--- config.mk ---
export PLATFORM = sky130hd
export DESIGN_NAME = sequential_list_engine_flat
export DESIGN_NICKNAME = d
export VERILOG_FILES = /design/src/hdl/sle_pkg.sv /design/src/hdl/sle_in_if.sv /design/src/hdl/sle_out_if.sv /design/src/hdl/sequential_list_engine.sv /design/src/hdl/sle_cell.sv /design/src/flat_wrapper.sv
export SDC_FILE = /design/constraint.sdc
export NUM_CORES = 2
export LEC_CHECK = 0
export BUFFER_PORTS_ARGS = -buffer_cell sky130_fd_sc_hd__buf_2
export CORE_ASPECT_RATIO = 0.8
export CORE_MARGIN = 1
export CORE_UTILIZATION = 40
export CTS_CLUSTER_DIAMETER = 120
export CTS_CLUSTER_SIZE = 40
export DETAILED_ROUTE_END_ITERATION = 10
export PLACE_DENSITY_LB_ADDON = 0.25
export SYNTH_ARGS = -nofsm -noshare
export SYNTH_HDL_FRONTEND = slang
export SYNTH_HIERARCHICAL = 1
export SYNTH_SLANG_ARGS = --single-unit
--- constraint.sdc ---
create_clock -name clk -period 18.05 [get_ports clk]
set_input_delay 2.7075 -clock clk [delete_from_list [all_inputs] [get_ports clk]]
set_output_delay 2.7075 -clock clk [all_outputs]
set_load 0.01 [all_outputs]
--- src/hdl/sle_pkg.sv ---
// sle_pkg: shared types and constants of the sequential list engine
// used by the cell row and the top level; depends on nothing
package sle_pkg;

  // field widths fixed by the channel format
  localparam int DATA_W  = 32;
  localparam int ACT_W   = 3;
  localparam int POS_W   = 7;
  localparam int FAC_W   = 2;
  localparam int INDEX_W = 6;
  localparam int COUNT_W = 7;

  // action codes of the input word
  typedef enum logic [ACT_W-1:0] {
    ACT_INSERT = 3'd0,
    ACT_DELETE = 3'd1,
    ACT_GET    = 3'd2,
    ACT_LOCATE = 3'd3,
    ACT_PRED   = 3'd4,
    ACT_CLEAR  = 3'd5,
    ACT_SCALE  = 3'd6
  } act_t;

  // accepted scale factors
  localparam logic [FAC_W-1:0] FAC_X2 = 2'd2;
  localparam logic [FAC_W-1:0] FAC_X3 = 2'd3;

  // data returned by a failed predecessor lookup
  localparam logic [DATA_W-1:0] PRED_MISS = '1;

  // controller states
  typedef enum logic [1:0] {
    ST_IDLE,
    ST_WALK,
    ST_FIN
  } state_t;

  // operation broadcast to every cell of the row
  typedef enum logic [1:0] {
    CELL_HOLD,
    CELL_ROTATE,
    CELL_INSERT,
    CELL_DELETE
  } cell_op_t;

  typedef struct packed {
    cell_op_t          op;
    logic [DATA_W-1:0] value;
  } cell_ctl_t;

endpackage

--- src/hdl/sle_in_if.sv ---
// sle_in_if: input channel of the sequential list engine
// valid/ready handshake with action, value, position and factor; no dependencies
interface sle_in_if;
  logic               valid;
  logic               ready;
  logic [2:0]         action;
  logic signed [31:0] value;
  logic [6:0]         position;
  logic [1:0]         factor;

  modport source (output valid, action, value, position, factor, input ready);
  modport sink   (input valid, action, value, position, factor, output ready);
endinterface

--- src/hdl/sle_out_if.sv ---
// sle_out_if: result channel of the sequential list engine
// valid/ready handshake with the result fields; no dependencies
interface sle_out_if;
  logic               valid;
  logic               ready;
  logic               ok;
  logic signed [31:0] data;
  logic [5:0]         index;
  logic [6:0]         count;
  logic               empty_res;
  logic               full_res;

  modport source (output valid, ok, data, index, count, empty_res, full_res, input ready);
  modport sink   (input valid, ok, data, index, count, empty_res, full_res, output ready);
endinterface

--- src/hdl/sequential_list_engine.sv ---
// sequential_list_engine: packed list of signed 32-bit elements in a row of cells
// Channels: in_ch (sink) carries one action word; out_ch (source) returns one
// result word per action. A word moves when valid and ready are both high.
// The list lives in a row of CAPACITY cells; cell 0 is the head. Lookups
// (get, locate, predecessor, delete) and scale rotate the whole row once,
// one cell step per cycle, watching and rewriting the element at the head;
// after CAPACITY steps every element is back in place.
// Words are taken only in the idle state, so a new word waits until the result
// of the previous one has been written to the result register.
// Delete removes the element at the edge that writes its result: every cell
// at or after the position takes its right neighbor.
// Reset (rst_n low, synchronous) empties the list and drops any pending result;
// the cells are not cleared, only elements below the count are ever read.
// A stalled receiver holds the result register; one new word is still taken
// while a result waits, and its result is written once the register frees up.
module sequential_list_engine
  import sle_pkg::*;
#(
  parameter int CAPACITY = 64
) (
  input  logic  clk,
  input  logic  rst_n,
  sle_in_if.sink    in_ch,
  sle_out_if.source out_ch
);

  localparam int IDX_W = $clog2(CAPACITY);
  localparam int CNT_W = $clog2(CAPACITY + 1);
  localparam logic [IDX_W-1:0] LAST_IDX = IDX_W'(CAPACITY - 1);
  localparam logic [CNT_W-1:0] CAP_CNT  = CNT_W'(CAPACITY);

  // controller state
  state_t state_r, state_nxt;

  // latched action word
  act_t              act_r;
  logic [DATA_W-1:0] val_r;
  logic [POS_W-1:0]  pos_r;
  logic [FAC_W-1:0]  fac_r;

  // walk bookkeeping
  logic [IDX_W-1:0]  step_r;
  logic              found_r;
  logic              hit_head_r;
  logic [IDX_W-1:0]  hit_r;
  logic [DATA_W-1:0] pred_r;
  logic [DATA_W-1:0] prev_r;
  logic [DATA_W-1:0] cap_r;

  logic [CNT_W-1:0]  count_r, count_nxt;

  // result register
  logic              out_valid_r, out_valid_nxt;
  logic              ok_r, ok_nxt;
  logic [DATA_W-1:0] data_r, data_nxt;
  logic [INDEX_W-1:0] index_r, index_nxt;
  logic [COUNT_W-1:0] cnt_o_r, cnt_o_nxt;
  logic              empty_r, empty_nxt;
  logic              full_r, full_nxt;

  // row of cells
  logic [DATA_W-1:0] cell_q [CAPACITY];
  logic [DATA_W-1:0] ring_fb;
  cell_ctl_t         cell_ctl;
  logic [IDX_W-1:0]  cell_sel;

  logic              in_fire;
  logic              slot_free;
  logic              fin_fire;
  logic              walk_last;
  logic              walk_op;
  logic              pos_ok;
  logic [POS_W-1:0]  pos_m1;
  logic [IDX_W-1:0]  pos_idx;
  logic              in_list;
  logic              scale_on;
  logic [DATA_W-1:0] head;
  logic [DATA_W-1:0] head_x2;
  logic [DATA_W-1:0] head_scaled;

  // handshake
  assign in_ch.ready = (state_r == ST_IDLE);
  assign in_fire     = in_ch.valid && in_ch.ready;
  assign slot_free   = !out_valid_r || out_ch.ready;
  assign fin_fire    = (state_r == ST_FIN) && slot_free;
  assign walk_last   = (step_r == LAST_IDX);
  assign walk_op     = (act_t'(in_ch.action) == ACT_DELETE) ||
                       (act_t'(in_ch.action) == ACT_GET) ||
                       (act_t'(in_ch.action) == ACT_LOCATE) ||
                       (act_t'(in_ch.action) == ACT_PRED) ||
                       (act_t'(in_ch.action) == ACT_SCALE);

  // position checks against the current count
  assign pos_ok  = (pos_r != '0) &&
                   ((POS_W + CNT_W)'(pos_r) <= (POS_W + CNT_W)'(count_r));
  assign pos_m1  = pos_r - POS_W'(1);
  assign pos_idx = IDX_W'((POS_W + IDX_W)'(pos_m1));
  assign in_list = (CNT_W + 1)'(step_r) < (CNT_W + 1)'(count_r);

  // head element and the scaled value fed back to the tail
  assign head        = cell_q[0];
  assign head_x2     = {head[DATA_W-2:0], 1'b0};
  assign scale_on    = (act_r == ACT_SCALE) && (fac_r inside {FAC_X2, FAC_X3});
  assign head_scaled = (fac_r == FAC_X3) ? head_x2 + head : head_x2;

  // next state
  always_comb begin
    state_nxt = state_r;
    case (state_r)
      ST_IDLE: begin
        if (in_fire) state_nxt = walk_op ? ST_WALK : ST_FIN;
      end
      ST_WALK: begin
        if (walk_last) state_nxt = ST_FIN;
      end
      ST_FIN: begin
        if (slot_free) state_nxt = ST_IDLE;
      end
      default: state_nxt = ST_IDLE;
    endcase
  end

  // cell row control
  always_comb begin
    cell_ctl.op    = CELL_HOLD;
    cell_ctl.value = val_r;
    cell_sel       = pos_idx;
    ring_fb        = head;
    case (state_r)
      ST_WALK: begin
        cell_ctl.op = CELL_ROTATE;
        if (scale_on && in_list) ring_fb = head_scaled;
      end
      ST_FIN: begin
        if (slot_free) begin
          if (act_r == ACT_INSERT && count_r != CAP_CNT) begin
            cell_ctl.op = CELL_INSERT;
            cell_sel    = IDX_W'(count_r);
          end else if (act_r == ACT_DELETE && pos_ok) begin
            cell_ctl.op = CELL_DELETE;
            ring_fb     = cell_q[CAPACITY-1];
          end
        end
      end
      default: cell_ctl.op = CELL_HOLD;
    endcase
  end

  // cells, each taking its right neighbor; the tail takes the ring feedback
  for (genvar i = 0; i < CAPACITY; i++) begin : g_cell
    logic [DATA_W-1:0] nbr;
    if (i == CAPACITY - 1) begin : g_tail
      assign nbr = ring_fb;
    end else begin : g_body
      assign nbr = cell_q[i+1];
    end
    sle_cell #(
      .IDX_W (IDX_W),
      .INDEX (i)
    ) u_cell (
      .clk    (clk),
      .ctl_i  (cell_ctl),
      .sel_i  (cell_sel),
      .nbr_i  (nbr),
      .data_o (cell_q[i])
    );
  end

  // count and result fields
  always_comb begin
    count_nxt = count_r;
    ok_nxt    = 1'b0;
    data_nxt  = '0;
    index_nxt = '0;
    case (act_r)
      ACT_INSERT: begin
        ok_nxt = (count_r != CAP_CNT);
        if (ok_nxt) count_nxt = count_r + CNT_W'(1);
      end
      ACT_DELETE: begin
        ok_nxt = pos_ok;
        if (pos_ok) begin
          data_nxt  = cap_r;
          count_nxt = count_r - CNT_W'(1);
        end
      end
      ACT_GET: begin
        ok_nxt = pos_ok;
        if (pos_ok) data_nxt = cap_r;
      end
      ACT_LOCATE: begin
        ok_nxt = found_r;
        if (found_r) index_nxt = INDEX_W'((IDX_W + INDEX_W)'(hit_r));
      end
      ACT_PRED: begin
        ok_nxt   = found_r && !hit_head_r;
        data_nxt = ok_nxt ? pred_r : PRED_MISS;
      end
      ACT_CLEAR: begin
        ok_nxt    = 1'b1;
        count_nxt = '0;
      end
      ACT_SCALE: ok_nxt = (fac_r inside {FAC_X2, FAC_X3});
      default:   ok_nxt = 1'b0;
    endcase
    cnt_o_nxt = COUNT_W'((CNT_W + COUNT_W)'(count_nxt));
    empty_nxt = (count_nxt == '0);
    full_nxt  = (count_nxt == CAP_CNT);
  end

  // result valid flag
  always_comb begin
    out_valid_nxt = out_valid_r;
    if (fin_fire)          out_valid_nxt = 1'b1;
    else if (out_ch.ready) out_valid_nxt = 1'b0;
  end

  // control registers
  always_ff @(posedge clk) begin
    if (!rst_n) begin
      state_r     <= ST_IDLE;
      out_valid_r <= 1'b0;
      count_r     <= '0;
      step_r      <= '0;
      found_r     <= 1'b0;
    end else begin
      state_r     <= state_nxt;
      out_valid_r <= out_valid_nxt;
      if (fin_fire) count_r <= count_nxt;
      if (in_fire) begin
        step_r  <= '0;
        found_r <= 1'b0;
      end else if (state_r == ST_WALK) begin
        step_r <= step_r + IDX_W'(1);
        if (!found_r && in_list && head == val_r) found_r <= 1'b1;
      end
    end
  end

  // latched word and walk captures
  always_ff @(posedge clk) begin
    if (in_fire) begin
      act_r <= act_t'(in_ch.action);
      val_r <= in_ch.value;
      pos_r <= in_ch.position;
      fac_r <= in_ch.factor;
    end
    if (state_r == ST_WALK) begin
      prev_r <= head;
      if (step_r == pos_idx) cap_r <= head;
      if (!found_r && in_list && head == val_r) begin
        hit_r      <= step_r;
        hit_head_r <= (step_r == '0);
        pred_r     <= prev_r;
      end
    end
  end

  // result payload
  always_ff @(posedge clk) begin
    if (fin_fire) begin
      ok_r    <= ok_nxt;
      data_r  <= data_nxt;
      index_r <= index_nxt;
      cnt_o_r <= cnt_o_nxt;
      empty_r <= empty_nxt;
      full_r  <= full_nxt;
    end
  end

  assign out_ch.valid     = out_valid_r;
  assign out_ch.ok        = ok_r;
  assign out_ch.data      = data_r;
  assign out_ch.index     = index_r;
  assign out_ch.count     = cnt_o_r;
  assign out_ch.empty_res = empty_r;
  assign out_ch.full_res  = full_r;

  // the list never holds more than the row
  a_count_bound: assert property (@(posedge clk) disable iff (!rst_n)
    count_r <= CAP_CNT)
    else $error("list count above capacity");

  // a finished rotation always hands over to the result stage
  a_walk_end: assert property (@(posedge clk) disable iff (!rst_n)
    (state_r == ST_WALK && walk_last) |=> (state_r == ST_FIN))
    else $error("walk did not end in result stage");

  // a new result appears only from the result stage
  a_out_src: assert property (@(posedge clk) disable iff (!rst_n)
    $rose(out_valid_r) |-> ($past(state_r) == ST_FIN))
    else $error("result raised outside result stage");

  // the count moves only when a result is written
  a_count_move: assert property (@(posedge clk) disable iff (!rst_n)
    !$stable(count_r) |-> $past(fin_fire))
    else $error("count changed without a result");

endmodule

--- src/hdl/sle_cell.sv ---
// sle_cell: one element slot of the list row
// takes its right neighbor's element on rotate or delete; depends on sle_pkg
module sle_cell
  import sle_pkg::*;
#(
  parameter int IDX_W = 6,
  parameter int INDEX = 0
) (
  input  logic              clk,
  input  cell_ctl_t         ctl_i,
  input  logic [IDX_W-1:0]  sel_i,
  input  logic [DATA_W-1:0] nbr_i,
  output logic [DATA_W-1:0] data_o
);

  localparam logic [IDX_W-1:0] MY_IDX = IDX_W'(INDEX);

  logic [DATA_W-1:0] data_r;
  logic [DATA_W-1:0] data_nxt;

  // slot update: hold, shift from neighbor or load the inserted element
  always_comb begin
    data_nxt = data_r;
    case (ctl_i.op)
      CELL_ROTATE: data_nxt = nbr_i;
      CELL_INSERT: begin
        if (MY_IDX == sel_i) data_nxt = ctl_i.value;
      end
      CELL_DELETE: begin
        if (MY_IDX >= sel_i) data_nxt = nbr_i;
      end
      default: data_nxt = data_r;
    endcase
  end

  always_ff @(posedge clk) begin
    data_r <= data_nxt;
  end

  assign data_o = data_r;

endmodule
--- src/flat_wrapper.sv ---
// flat-port wrapper written by rule: the top's interface ports become plain ports
module sequential_list_engine_flat import sle_pkg::*;
#(
  parameter int CAPACITY = 64
)
  (clk, rst_n, in_ch_valid, in_ch_action, in_ch_value, in_ch_position, in_ch_factor, in_ch_ready, out_ch_valid, out_ch_ok, out_ch_data, out_ch_index, out_ch_count, out_ch_empty_res, out_ch_full_res, out_ch_ready);
  sle_in_if in_ch_i ();
  sle_out_if out_ch_i ();
  input  logic clk;
  input  logic rst_n;
  input wire logic [$bits(in_ch_i.valid)-1:0] in_ch_valid;
  input wire logic [$bits(in_ch_i.action)-1:0] in_ch_action;
  input wire logic [$bits(in_ch_i.value)-1:0] in_ch_value;
  input wire logic [$bits(in_ch_i.position)-1:0] in_ch_position;
  input wire logic [$bits(in_ch_i.factor)-1:0] in_ch_factor;
  output wire logic [$bits(in_ch_i.ready)-1:0] in_ch_ready;
  output wire logic [$bits(out_ch_i.valid)-1:0] out_ch_valid;
  output wire logic [$bits(out_ch_i.ok)-1:0] out_ch_ok;
  output wire logic [$bits(out_ch_i.data)-1:0] out_ch_data;
  output wire logic [$bits(out_ch_i.index)-1:0] out_ch_index;
  output wire logic [$bits(out_ch_i.count)-1:0] out_ch_count;
  output wire logic [$bits(out_ch_i.empty_res)-1:0] out_ch_empty_res;
  output wire logic [$bits(out_ch_i.full_res)-1:0] out_ch_full_res;
  input wire logic [$bits(out_ch_i.ready)-1:0] out_ch_ready;
  assign in_ch_i.valid = in_ch_valid;
  assign in_ch_i.action = in_ch_action;
  assign in_ch_i.value = in_ch_value;
  assign in_ch_i.position = in_ch_position;
  assign in_ch_i.factor = in_ch_factor;
  assign in_ch_ready = in_ch_i.ready;
  assign out_ch_valid = out_ch_i.valid;
  assign out_ch_ok = out_ch_i.ok;
  assign out_ch_data = out_ch_i.data;
  assign out_ch_index = out_ch_i.index;
  assign out_ch_count = out_ch_i.count;
  assign out_ch_empty_res = out_ch_i.empty_res;
  assign out_ch_full_res = out_ch_i.full_res;
  assign out_ch_i.ready = out_ch_ready;
  sequential_list_engine #(.CAPACITY(CAPACITY)) u_core (.clk(clk), .rst_n(rst_n), .in_ch(in_ch_i), .out_ch(out_ch_i));
endmodule
==> results.yml <==
status:
  outcome: "complete, but fails checks"
  failed_checks: "design-rule violations"
synthesis:
  ys_async_sr_fraction: 0
  syn_nets: 5817
  yosys.area.top_type: "edfxtp_1"
  syn-cell-area_um2: 109000
  yosysTopAreaCellShare: 0.616
  syn_avg_cell_area_um2: 19.1
  ys_top_cells_by_area: "edfxtp_1, mux2_4, mux2_2"
  synthDistinctLibCells: 102
  synth_edf_count: 2243
  ys.flop_type: "edfxtp_1"
  synth_common_cells: "edfxtp_1, mux2_4, mux2_2"
  synth_cells: 5717
  synth-seq-area-share: 0.619
  synth_most_common_cell: "edfxtp_1"
  synth-seq-cells: 2260
  synth_warnings: 6
placed_design:
  port_buffers: 97
  post-place-ws_ps: 9850
  gp_congestion: 0.832
  dpl_cell_area_um2: 112000
  place.detailed.instances: 9333
  dp_hpwl_um: 154000
worst_setup_path:
  max_stage_delay_ps: 1110
  end_kind: "flop"
  critPathKind: "primary input to flop"
  startpoint: "out_ch_ready"
  cp_max_fo: 64
  critPathLaunchType: "primary input"
  rr_startpoint: "u_core/count_r[0]$_SDFFE_PN0P_"
  arrival_ps: 7950
  required_ps: 18430
  worst_path_most_repeated_cell: "nand2_1"
  crit_path_cell_trace: "buf_2, nand2b_1, nand2_1, inv_2, buf_4, nand2_1, a21oi_4, buf_4, and4b_2, nand3_1, nand2_1"
  cp_slowest_cell: "a21oi_4"
sta:
  max_slew_margin: 0.132
  setup_ws_ps: 10480
  tightest_slew_ps: 1300
  period_needed_ps: 7570
  setup_tns_ps: 0
  drv_slew: 0
  setup_viol: 0
  skew_ps: 68.1
  rsz0062_at_grt: "no"
  timing.fmax_ghz: 0.132
  hold_viol: 0
  period_share: 0.420
routing:
  viasPerCell: 5.45
  drt_wl_total_um: 261000
  wl_per_cell_um: 27.7
  drcViolationCount: 38
  drtIter0Drc: 5287
  vias: 51300
  dr.pass1.iters: 10
  drtAntennaViolNets: 0
die:
  start_util: 0.403
  coreArea_um2: 272000
  die_h_um: 470
  fp-row-count: 171
  dieArea_um2: 275000
  ioPinCount: 98
  die_x_um: 586
run:
  drv_cap: 0
global_route:
  grt_util_all_layers: 0.185
  grt_pass1_wl_um: 376000
  grt_pass1_vias: 50100
  antenna_found_initial: 8
  grt_overflow: 0
  grt_start_max_net_pins: 155
clock_tree:
  cts_tree: "done"
  cts_buffers: 68
  clk_pin_slew_ps: 130
  clk_path_buf_depth: 3
  hold_buffers: 0
  clock_latency_ps: 750
  cts_sinks: 2260
  cts_root_buf: "clkbuf_16"
  htreeDepth: 3
  postCtsSetupRepairBufs: 0
  cts_resized: 0
final_layout:
  syn_to_final_growth_pct: 4.20
  fillers: 23700
  nNetsFinal: 5870
  drive_above_1_share: 0.442
  fin_area_um2: 114000
  instances_no_fill: 9420
min_path:
  hold_start: "u_core/prev_r[5]$_DFFE_PP_"
  hold_path.class: "flop to flop"
power_and_ir_drop:
  total_power_w: 0.0106
  p_per_area_nw_per_um2: 93.3
  ir_drop_mv: 0.0642
  p_leak_nw: 38.6
## final cells by class
class	count	area, um2	area share
Inverter	47	176	0.00155
Clock buffer	75	1790	0.0157
Tap cell	3633	4550	0.0399
Antenna cell	3	7.51	0.0000659
Clock inverter	9	153	0.00134
Sequential cell	2260	67700	0.594
Multi-Input combinational cell	3109	37600	0.330
Timing Repair Buffer	284	1930	0.0169
## worst max-delay path, delay by kind of cell
family                 cells  cell delay (ps)
AOI/OAI and AO/OA          1             1110
buffers and inverters      4             1600
and+or+nand+nor            6             2490
## kinds of logic (layout without fill, tap and decap cells)
| group | Yosys count | in the layout | share of synthesized area |
|---|---|---|---|
| compound gates | 434 | 434 | 0.0275 |
| xor+xnor | 64 | 64 | 0.00513 |
| fa+ha+maj | 52 | 52 | 0.00602 |
| buf+inv | 348 | 415 | 0.0426 |
| flops | 2260 | 2260 | 0.619 |
| mux | 2064 | 2064 | 0.273 |
| other cells | 0 | 3 | 0 |
| simple gates | 495 | 495 | 0.0268 |
## stage by stage
stage	hold slack (ps)	utilization
floorplan	400	-
global placement	401	0.412
detailed placement	405	0.412
CTS	436	0.419
global route	441	0.419
finish	435	0.419
## worst paths after layout
kind / endpoint / slack [ps] / depth (start not counted)
setup / recovery: u_core/g_cell[21].u_cell/data_o[7]$_DFFE_PP_ / 10480 / 11
hold / removal: u_core/pred_r[5]$_DFFE_PP_ / 430 / 0
setup reg to reg: u_core/g_cell[21].u_cell/data_o[7]$_DFFE_PP_ / 11750 / 11
hold reg to reg: u_core/pred_r[5]$_DFFE_PP_ / 430 / 0
## metal layers
layer | global-route usage | vias to the layer above | routed length [um]
met1 | 0.300 | 27000 | 131000
met2 | 0.256 | 1767 | 107000
li1 | - | 22300 | -
met4 | 0.0459 | 0 | 6670
met3 | 0.0254 | 213 | 16700
met5 | 0 | - | 0
## report_power, final
part,switching (W),internal (W),total [W]
Combinational,0.00118,0.000678,0.00186
Sequential,0.000183,0.00631,0.00650
Clock,0.00153,0.000739,0.00227
Total,0.00289,0.00773,0.0106
## flip-flops by register name, summed over array words and instances (netlist names), 7 cells and up
register / count
u_core/val_r: 32
u_core/cap_r: 32
u_core/out_ch.data: 32
u_core/g_cell.u_cell/data_o: 2048
u_core/pred_r: 32
u_core/pos_r: 7
u_core/prev_r: 32
u_core/count_r: 7
u_core/out_ch.count: 7
## cell usage in the layout, fill, tap and decap left out, types with 18 or more instances in the layout
cell type / count
inv_1: 44
xnor2_1: 21
ha_1: 50
a22o_1: 19
nand2_1: 110
nor4_1: 18
edfxtp_1: 2243
nor2_1: 107
buf_2: 97
clkbuf_16: 71
a21o_1: 22
nand4_1: 22
nor3_1: 26
nand3_1: 40
nor2b_4: 57
mux2_2: 299
o21ai_0: 101
xor2_1: 43
a21oi_1: 54
mux2_4: 1747
buf_4: 184
Power figures use the tool's default switching activity.
